[src/rtl/htp_pkg.sv]
// Types, constants and microcode program shared by the heading turn PID block.
package htp_pkg;

  // Input beat: one control tick
  typedef struct packed {
    logic        start_move;
    logic [8:0]  target_angle;
    logic [15:0] heading;
  } in_t;

  // Output beat: one drive result
  typedef struct packed {
    logic signed [15:0] drive;
    logic               settled;
  } out_t;

  // Configuration register file contents
  typedef struct packed {
    logic [15:0] integral_gain;
    logic [15:0] derivative_gain;
    logic [15:0] integral_limit;
    logic [10:0] integral_boost_band;
    logic [14:0] settle_band;
  } cfg_t;

  // Register indexes on the config port
  localparam int unsigned CfgIdxW = 3;
  localparam logic [CfgIdxW-1:0] CFG_INTEGRAL_GAIN   = 3'd0;
  localparam logic [CfgIdxW-1:0] CFG_DERIVATIVE_GAIN = 3'd1;
  localparam logic [CfgIdxW-1:0] CFG_INTEGRAL_LIMIT  = 3'd2;
  localparam logic [CfgIdxW-1:0] CFG_BOOST_BAND      = 3'd3;
  localparam logic [CfgIdxW-1:0] CFG_SETTLE_BAND     = 3'd4;

  // Register reset values
  localparam logic [15:0] RST_INTEGRAL_GAIN   = 16'd3932;
  localparam logic [15:0] RST_DERIVATIVE_GAIN = 16'd20316;
  localparam logic [15:0] RST_INTEGRAL_LIMIT  = 16'd1536;
  localparam logic [10:0] RST_BOOST_BAND      = 11'd8;
  localparam logic [14:0] RST_SETTLE_BAND     = 15'd128;

  // Arithmetic constants
  localparam logic signed [18:0] FULL_TURN   = 19'sd46080;   // 360 deg in 1/128 deg
  localparam logic signed [18:0] ERR_MAX     = 19'sd32767;
  localparam logic signed [31:0] GAIN_OFS    = 32'sd36992;   // 289 deg * 128
  localparam logic signed [35:0] GAIN_BIAS   = 36'sd533801970; // 32580*16384 + half of 22500
  localparam logic signed [31:0] GAIN_RECIP  = 32'sd1563749871; // ceil(2^45 / 22500)
  localparam int unsigned        RECIP_SHIFT = 45;
  localparam logic signed [35:0] ROUND_HALF  = 36'sd16384;
  localparam logic signed [20:0] DRIVE_MAX   = 21'sd32767;

  // Sequencer step codes
  typedef logic [3:0] step_t;
  localparam step_t ST_IDLE = 4'd0;
  localparam step_t ST_LR   = 4'd1;
  localparam step_t ST_ERR  = 4'd2;
  localparam step_t ST_BR   = 4'd3;
  localparam step_t ST_GSQ  = 4'd4;
  localparam step_t ST_GN   = 4'd5;
  localparam step_t ST_GDIV = 4'd6;
  localparam step_t ST_GSET = 4'd7;
  localparam step_t ST_INTG = 4'd8;
  localparam step_t ST_PI   = 4'd9;
  localparam step_t ST_PD   = 4'd10;
  localparam step_t ST_SUM  = 4'd11;
  localparam step_t ST_DRV  = 4'd12;
  localparam step_t ST_OUT  = 4'd13;

  typedef enum logic [1:0] {
    C_NEXT,      // fall through
    C_WAIT_IN,   // hold until an input beat is taken
    C_SKIP_GAIN, // jump to target unless the move starts
    C_WAIT_OUT   // hold until the output register is free, then jump
  } cond_e;

  typedef enum logic [2:0] {
    MA_ABS_ERR,
    MA_ACC,
    MA_ERR,
    MA_INTG,
    MA_DERIV
  } mul_a_e;

  typedef enum logic [2:0] {
    MB_ABS_OFS,
    MB_RECIP,
    MB_KP,
    MB_KI,
    MB_KD
  } mul_b_e;

  typedef enum logic [1:0] {
    ACC_HOLD,
    ACC_LOAD_N,
    ACC_LOAD,
    ACC_ADD
  } acc_e;

  // One microcode control word
  typedef struct packed {
    cond_e  cond;
    step_t  target;
    mul_a_e ma;
    mul_b_e mb;
    logic   mul_en;
    acc_e   acc;
    logic   ld_in;
    logic   ld_lr;
    logic   ld_err;
    logic   ld_kp;
    logic   ld_intg;
    logic   ld_drive;
    logic   ld_out;
  } ctrl_t;

  // Handshake status seen by the sequencer
  typedef struct packed {
    logic in_fire;
    logic start;
    logic out_free;
  } stat_t;

  // Microcode ROM
  function automatic ctrl_t mcode(step_t s);
    ctrl_t c;
    c = '0;
    unique case (s)
      ST_IDLE: begin
        c.cond  = C_WAIT_IN;
        c.ld_in = 1'b1;
      end
      ST_LR:   c.ld_lr = 1'b1;
      ST_ERR:  c.ld_err = 1'b1;
      ST_BR: begin
        c.cond   = C_SKIP_GAIN;
        c.target = ST_INTG;
      end
      ST_GSQ: begin
        c.ma     = MA_ABS_ERR;
        c.mb     = MB_ABS_OFS;
        c.mul_en = 1'b1;
      end
      ST_GN:   c.acc = ACC_LOAD_N;
      ST_GDIV: begin
        c.ma     = MA_ACC;
        c.mb     = MB_RECIP;
        c.mul_en = 1'b1;
      end
      ST_GSET: c.ld_kp = 1'b1;
      ST_INTG: begin
        c.ld_intg = 1'b1;
        c.ma      = MA_ERR;
        c.mb      = MB_KP;
        c.mul_en  = 1'b1;
      end
      ST_PI: begin
        c.acc    = ACC_LOAD;
        c.ma     = MA_INTG;
        c.mb     = MB_KI;
        c.mul_en = 1'b1;
      end
      ST_PD: begin
        c.acc    = ACC_ADD;
        c.ma     = MA_DERIV;
        c.mb     = MB_KD;
        c.mul_en = 1'b1;
      end
      ST_SUM:  c.acc = ACC_ADD;
      ST_DRV:  c.ld_drive = 1'b1;
      ST_OUT: begin
        c.cond   = C_WAIT_OUT;
        c.target = ST_IDLE;
        c.ld_out = 1'b1;
      end
      default: begin
        c.cond   = C_WAIT_OUT;
        c.target = ST_IDLE;
      end
    endcase
    return c;
  endfunction

endpackage

[src/rtl/heading_turn_pid.sv]
// Heading turn PID controller top level: config registers and output register.
// Each beat runs the microcode steps in order, the gain recompute only on start_move.
// A new beat is taken only once the last result is loaded into the output register,
// which holds the sequencer while full. All products share one multiplier.
// Reset: config registers take their defaults, gain, integral and last error clear,
// the sequencer returns to its idle step and the output register empties.
module heading_turn_pid
  import htp_pkg::*;
(
  input  logic               clk_i,
  input  logic               rst_ni,
  input  logic               in_valid_i,
  output logic               in_ready_o,
  input  in_t                in_data_i,
  output logic               out_valid_o,
  input  logic               out_ready_i,
  output out_t               out_data_o,
  input  logic               cfg_valid_i,
  output logic               cfg_ready_o,
  input  logic [CfgIdxW-1:0] cfg_index_i,
  input  logic [15:0]        cfg_data_i
);

  cfg_t  cfg_q;
  ctrl_t ctrl;
  stat_t stat;
  out_t  res;
  out_t  out_q;
  logic  out_valid_q;
  logic  start;

  assign cfg_ready_o = 1'b1;

  // Config register writes
  always_ff @(posedge clk_i or negedge rst_ni) begin
    if (!rst_ni) begin
      cfg_q.integral_gain       <= RST_INTEGRAL_GAIN;
      cfg_q.derivative_gain     <= RST_DERIVATIVE_GAIN;
      cfg_q.integral_limit      <= RST_INTEGRAL_LIMIT;
      cfg_q.integral_boost_band <= RST_BOOST_BAND;
      cfg_q.settle_band         <= RST_SETTLE_BAND;
    end else if (cfg_valid_i) begin
      case (cfg_index_i)
        CFG_INTEGRAL_GAIN:   cfg_q.integral_gain       <= cfg_data_i;
        CFG_DERIVATIVE_GAIN: cfg_q.derivative_gain     <= cfg_data_i;
        CFG_INTEGRAL_LIMIT:  cfg_q.integral_limit      <= cfg_data_i;
        CFG_BOOST_BAND:      cfg_q.integral_boost_band <= cfg_data_i[10:0];
        CFG_SETTLE_BAND:     cfg_q.settle_band         <= cfg_data_i[14:0];
        default: ;
      endcase
    end
  end

  assign stat.in_fire  = in_valid_i && in_ready_o;
  assign stat.start    = start;
  assign stat.out_free = !out_valid_q || out_ready_i;

  htp_seq u_seq (
    .clk_i      (clk_i),
    .rst_ni     (rst_ni),
    .stat_i     (stat),
    .in_ready_o (in_ready_o),
    .ctrl_o     (ctrl)
  );

  htp_dp u_dp (
    .clk_i   (clk_i),
    .rst_ni  (rst_ni),
    .ctrl_i  (ctrl),
    .cfg_i   (cfg_q),
    .in_i    (in_data_i),
    .start_o (start),
    .res_o   (res)
  );

  // Output beat register
  always_ff @(posedge clk_i or negedge rst_ni) begin
    if (!rst_ni) begin
      out_valid_q <= 1'b0;
    end else if (ctrl.ld_out) begin
      out_valid_q <= 1'b1;
    end else if (out_ready_i) begin
      out_valid_q <= 1'b0;
    end
  end

  always_ff @(posedge clk_i) begin
    if (ctrl.ld_out) begin
      out_q <= res;
    end
  end

  assign out_valid_o = out_valid_q;
  assign out_data_o  = out_q;

endmodule

[src/rtl/htp_seq.sv]
// Microcode sequencer: step counter, control ROM and conditional jumps.
module htp_seq
  import htp_pkg::*;
(
  input  logic  clk_i,
  input  logic  rst_ni,
  input  stat_t stat_i,
  output logic  in_ready_o,
  output ctrl_t ctrl_o
);

  step_t step_q, step_d;
  ctrl_t word;
  logic  go;

  // Fetch and branch
  always_comb begin
    word = mcode(step_q);
    go   = 1'b1;
    unique case (word.cond)
      C_NEXT: begin
        step_d = step_t'(step_q + 4'd1);
      end
      C_WAIT_IN: begin
        go     = stat_i.in_fire;
        step_d = go ? step_t'(step_q + 4'd1) : step_q;
      end
      C_SKIP_GAIN: begin
        step_d = stat_i.start ? step_t'(step_q + 4'd1) : word.target;
      end
      C_WAIT_OUT: begin
        go     = stat_i.out_free;
        step_d = go ? word.target : step_q;
      end
    endcase
  end

  // Loads only happen once a wait condition is met
  always_comb begin
    ctrl_o = word;
    if (!go) begin
      ctrl_o.ld_in    = 1'b0;
      ctrl_o.ld_lr    = 1'b0;
      ctrl_o.ld_err   = 1'b0;
      ctrl_o.ld_kp    = 1'b0;
      ctrl_o.ld_intg  = 1'b0;
      ctrl_o.ld_drive = 1'b0;
      ctrl_o.ld_out   = 1'b0;
    end
  end

  assign in_ready_o = (word.cond == C_WAIT_IN);

  always_ff @(posedge clk_i or negedge rst_ni) begin
    if (!rst_ni) begin
      step_q <= ST_IDLE;
    end else begin
      step_q <= step_d;
    end
  end

endmodule

[src/rtl/htp_dp.sv]
// Datapath: turn error, shared multiplier, accumulator and PID state.
module htp_dp
  import htp_pkg::*;
(
  input  logic  clk_i,
  input  logic  rst_ni,
  input  ctrl_t ctrl_i,
  input  cfg_t  cfg_i,
  input  in_t   in_i,
  output logic  start_o,
  output out_t  res_o
);

  in_t                in_q;
  logic signed [18:0] l_q, r_q;
  logic signed [15:0] err_q;
  logic        [15:0] kp_q;
  logic signed [17:0] intg_q;
  logic signed [15:0] last_q;
  logic signed [61:0] prod_q;
  logic signed [35:0] acc_q;
  logic signed [15:0] drive_q;

  logic signed [18:0] a_w, h_w, l_d, r_d, abs_r, e_w;
  logic signed [15:0] err_d, abs16, absd16;
  logic        [14:0] abs_err, abs_drv;
  logic signed [16:0] deriv;
  logic        [17:0] mag_i;
  logic signed [17:0] err_ext, intg_d;
  logic               boost, sign_diff;
  logic signed [31:0] ma, mb;
  logic signed [63:0] prod_w;
  logic signed [35:0] rnd;
  logic signed [20:0] q_w;
  logic signed [15:0] drive_d;

  assign start_o = in_q.start_move;

  // Both ways round the circle
  always_comb begin
    a_w = $signed({3'b000, in_q.target_angle, 7'b0000000});
    h_w = $signed({3'b000, in_q.heading});
    if (a_w > h_w) begin
      l_d = a_w - h_w;
      r_d = FULL_TURN - a_w + h_w;
    end else begin
      l_d = FULL_TURN - h_w + a_w;
      r_d = h_w - a_w;
    end
  end

  // Shorter way, saturated to 16 bits
  always_comb begin
    abs_r = r_q[18] ? -r_q : r_q;
    e_w   = (l_q > abs_r) ? -r_q : l_q;
    if (e_w > ERR_MAX) begin
      err_d = 16'sh7fff;
    end else if (e_w < -ERR_MAX) begin
      err_d = -16'sh7fff;
    end else begin
      err_d = e_w[15:0];
    end
  end

  assign abs16   = err_q[15] ? -err_q : err_q;
  assign abs_err = abs16[14:0];
  assign deriv   = {err_q[15], err_q} - {last_q[15], last_q};
  assign err_ext = {{2{err_q[15]}}, err_q};

  // Integral update: limit clear, boost band, sign change clear
  always_comb begin
    mag_i     = intg_q[17] ? 18'(-intg_q) : intg_q;
    boost     = (cfg_i.integral_gain != 16'd0) &&
                (abs_err < {4'b0000, cfg_i.integral_boost_band});
    sign_diff = ((err_q > 16'sd0) != (last_q > 16'sd0)) ||
                ((err_q < 16'sd0) != (last_q < 16'sd0));
    if (mag_i > {2'b00, cfg_i.integral_limit}) begin
      intg_d = '0;
    end else if ((cfg_i.integral_gain != 16'd0) && sign_diff) begin
      intg_d = '0;
    end else begin
      intg_d = intg_q + err_ext + (boost ? err_ext : 18'sd0);
    end
  end

  // Shared multiplier operands
  always_comb begin
    case (ctrl_i.ma)
      MA_ABS_ERR: ma = $signed({17'd0, abs_err});
      MA_ACC:     ma = acc_q[31:0];
      MA_ERR:     ma = 32'(err_q);
      MA_INTG:    ma = 32'(intg_q);
      MA_DERIV:   ma = 32'(deriv);
      default:    ma = '0;
    endcase
    case (ctrl_i.mb)
      MB_ABS_OFS: mb = $signed({17'd0, abs_err}) - GAIN_OFS;
      MB_RECIP:   mb = GAIN_RECIP;
      MB_KP:      mb = $signed({16'd0, kp_q});
      MB_KI:      mb = $signed({16'd0, cfg_i.integral_gain});
      MB_KD:      mb = $signed({16'd0, cfg_i.derivative_gain});
      default:    mb = '0;
    endcase
  end

  assign prod_w = ma * mb;

  // Round half up from Q20.15 to a whole drive value and saturate
  always_comb begin
    rnd = acc_q + ROUND_HALF;
    q_w = rnd[35:15];
    if (q_w > DRIVE_MAX) begin
      drive_d = 16'sh7fff;
    end else if (q_w < -DRIVE_MAX) begin
      drive_d = -16'sh7fff;
    end else begin
      drive_d = q_w[15:0];
    end
  end

  assign absd16        = drive_q[15] ? -drive_q : drive_q;
  assign abs_drv       = absd16[14:0];
  assign res_o.drive   = drive_q;
  assign res_o.settled = abs_drv < cfg_i.settle_band;

  // Working registers
  always_ff @(posedge clk_i) begin
    if (ctrl_i.ld_in) begin
      in_q <= in_i;
    end
    if (ctrl_i.ld_lr) begin
      l_q <= l_d;
      r_q <= r_d;
    end
    if (ctrl_i.ld_err) begin
      err_q <= err_d;
    end
    if (ctrl_i.mul_en) begin
      prod_q <= prod_w[61:0];
    end
    unique case (ctrl_i.acc)
      ACC_HOLD:   acc_q <= acc_q;
      ACC_LOAD_N: acc_q <= prod_q[35:0] + GAIN_BIAS;
      ACC_LOAD:   acc_q <= prod_q[35:0];
      ACC_ADD:    acc_q <= acc_q + prod_q[35:0];
    endcase
    if (ctrl_i.ld_drive) begin
      drive_q <= drive_d;
    end
  end

  // Controller state
  always_ff @(posedge clk_i or negedge rst_ni) begin
    if (!rst_ni) begin
      kp_q   <= '0;
      intg_q <= '0;
      last_q <= '0;
    end else begin
      if (ctrl_i.ld_kp) begin
        kp_q <= prod_q[RECIP_SHIFT+15:RECIP_SHIFT];
      end
      if (ctrl_i.ld_intg) begin
        intg_q <= intg_d;
      end
      if (ctrl_i.ld_out && !res_o.settled) begin
        last_q <= err_q;
      end
    end
  end

endmodule

[config.mk]
export PLATFORM = sky130hd
export DESIGN_NAME = heading_turn_pid
export DESIGN_NICKNAME = d
export VERILOG_FILES = /design/src/rtl/htp_pkg.sv /design/src/rtl/heading_turn_pid.sv /design/src/rtl/htp_seq.sv /design/src/rtl/htp_dp.sv
export SDC_FILE = /design/constraint.sdc
export NUM_CORES = 2
export LEC_CHECK = 0
export ABC_CLOCK_PERIOD_IN_PS = 21500
export BUFFER_PORTS_ARGS = -buffer_cell sky130_fd_sc_hd__buf_4
export CAP_MARGIN = 20
export CORE_UTILIZATION = 40
export CTS_CLUSTER_SIZE = 30
export DETAILED_ROUTE_END_ITERATION = 16
export PLACE_DENSITY = 0.62
export SLEW_MARGIN = 20
export SYNTH_ARGS = -nofsm -noshare
export SYNTH_HDL_FRONTEND = slang
export SYNTH_HIERARCHICAL = 1
export SYNTH_SLANG_ARGS = --single-unit
[constraint.sdc]
create_clock -name clk_i -period 21.5 [get_ports clk_i]
set_input_delay 2.15 -clock clk_i [delete_from_list [all_inputs] [get_ports clk_i]]
set_output_delay 2.15 -clock clk_i [all_outputs]
set_load 0.02 [all_outputs]
==> metrics.txt <==
hold buffer count at cts=0; Via density=5.36; worst hold path class=flop to flop; Post-CTS Setup Bufs=0; Worst EP arrival=12.65 ns; CTS tree=done; gr busiest metal=met2; filler instances=13200; Starting Density=40.3%; Critical R2R Capture=u_dp/prod_q[60]; initial antenna violation count=2; largest net degree at the start of global routing=66; PortBufs=68; fin crit period=12.37 ns; Root Driver=clkbuf_16; Setup Skew=0.0351 ns; starting DRC count in detailed routing=3605; Max Slew Vio Count=0; Post-DP HPWL=128 mm; Setup Crit Path Kind=flop to flop; CP Data Required Time=21.78 ns; GPL Wtd Cong=0.958; Final Cycle Share=57.5%; met1 track demand over resource=31.1%; DR WL/cell=20.9 um; slowest stage delay, CP=0.95 ns; yosys warns=6; Worst-Margin Slew=1.19 ns; Synth Area per Inst=9.62 um^2; vias in the first global route=41500; GR Util met2=37.1%; commonest non-fill, non-tap cell in the layout=inv_1; die area=140000 um^2; CP Launch Type=flop; Clock Tree Buf Depth=3; final wirelength=157 mm; CP endpoint kind=flop; nets@finish=7132; clk_lat worst skew=0.56 ns; DRT Pass-1 Iters=6; outcome=completed; Total Negative Setup Slacks=0 ns; clock slew seen by the registers of the worst setup and hold paths=0.07 ns; all-layer global routing usage=22.7%; Ports=70; Critical Path Fanout Max=33; RSZ-0062 raised after global routing=false; via count=40400; core footprint=137000 um^2; Worst path slowest cell=fa_1; Die Ht=374 um; chip width=374 um; area delta synth->final=6.67%; slew margin rel.=20.7%; R2R Setup Slk=9.13 ns; H-tree depth=2; gr ovfl total=0; M3 GR Usage=3.15%; Hold Startpoint=u_dp/prod_q[53]; reg-to-reg startpoint=u_seq/step_q[0]; most frequent cells in the layout=inv_1 (1133), fa_1 (1004), nor2_1 (626); Mapped Cells=5750; Hold Path Depth=1; Num Clock Sinks=327; Syn Nets=7176; TritonCTS buffer count=35; ANT nets after route=0; layout cells sized above 1=7.99%; Post-route DRC=0; critical path's most frequent cell=fa_1; Rows=136; FF-to-FF path depth=30; fmax=80.8 MHz; global-route wire length before repair=245 mm; Hold Vio Cnt, Final=0; setup violators final=0; CTS resizes=0; Mapped Area=55300 um^2; maxcap violations=0; Hold EP=u_dp/kp_q[8]
==> critical path, delay by kind of cell (launching register included) <==
kind | cells | cell delay, ns
compound gates | 9 | 2.74
fa+ha+maj | 10 | 5.21
buf+inv | 5 | 1.48
flops | 1 | 0.43
simple gates | 6 | 2.17
==> stage by stage <==
step | hold WS [ns] | utilization [%] | setup slack, ns | instances | area (um^2)
3_5_place_dp | 0.462 | 42.2 | 9.27 | 7461 | 57900
2_1_floorplan | 0.448 | - | 11.09 | 5750 | 55300
6_report | 0.472 | 43.0 | 9.13 | 7526 | 59000
3_3_place_gp | 0.460 | 42.2 | 9.61 | 7460 | 57900
4_1_cts | 0.476 | 42.9 | 9.22 | 7523 | 59000
5_1_grt | 0.487 | 43.0 | 8.49 | 7525 | 59000
==> worst max-delay path by stage <==
stage,startpoint,to,depth (start not counted)
floorplan,u_seq/step_q[3],u_dp/prod_q[60],39
global placement,u_seq/step_q[0],u_dp/prod_q[60],32
detailed placement,u_seq/step_q[0],u_dp/prod_q[60],32
CTS,u_seq/step_q[0],u_dp/prod_q[60],32
global route,u_seq/step_q[0],u_dp/prod_q[60],30
finish,u_seq/step_q[0],u_dp/prod_q[60],30
==> metal layers <==
metal	wire, um	vias to the layer above
li1	-	18200
met1	66700	20500
met2	74000	1334
met3	10600	254
met4	6060	0
met5	0	-
==> layout make-up <==
type / count / area, um^2 / share of cell area, %
clock buffers: 45 / 933 / 1.58
diodes: 1 / 2.50 / 0.00424
repair buffers: 147 / 1100 / 1.87
clock inverters: 17 / 134 / 0.227
inverters: 1139 / 4280 / 7.25
flip-flops and latches: 327 / 9200 / 15.6
well taps: 1794 / 2240 / 3.81
multi-input cells: 4056 / 41100 / 69.7
==> state kept, by name (all words and copies together), names as in the netlist <==
signal	cells
u_dp/intg_q	18
out_data_o	17
u_seq/step_q	4
u_dp/prod_q	52
u_dp/acc_q	36
u_dp/l_q	18
u_dp/kp_q	16
u_dp/last_q	16
u_dp/h_w	16
u_dp/a_w	9
u_dp/drive_q	16
cfg_q	74
u_dp/start_o	1
u_dp/err_q	16
u_dp/r_q	17
out_valid_o	1
Power is not shown: default switching activity piles up to over one toggle a cycle in this logic, so the estimate is an artifact.
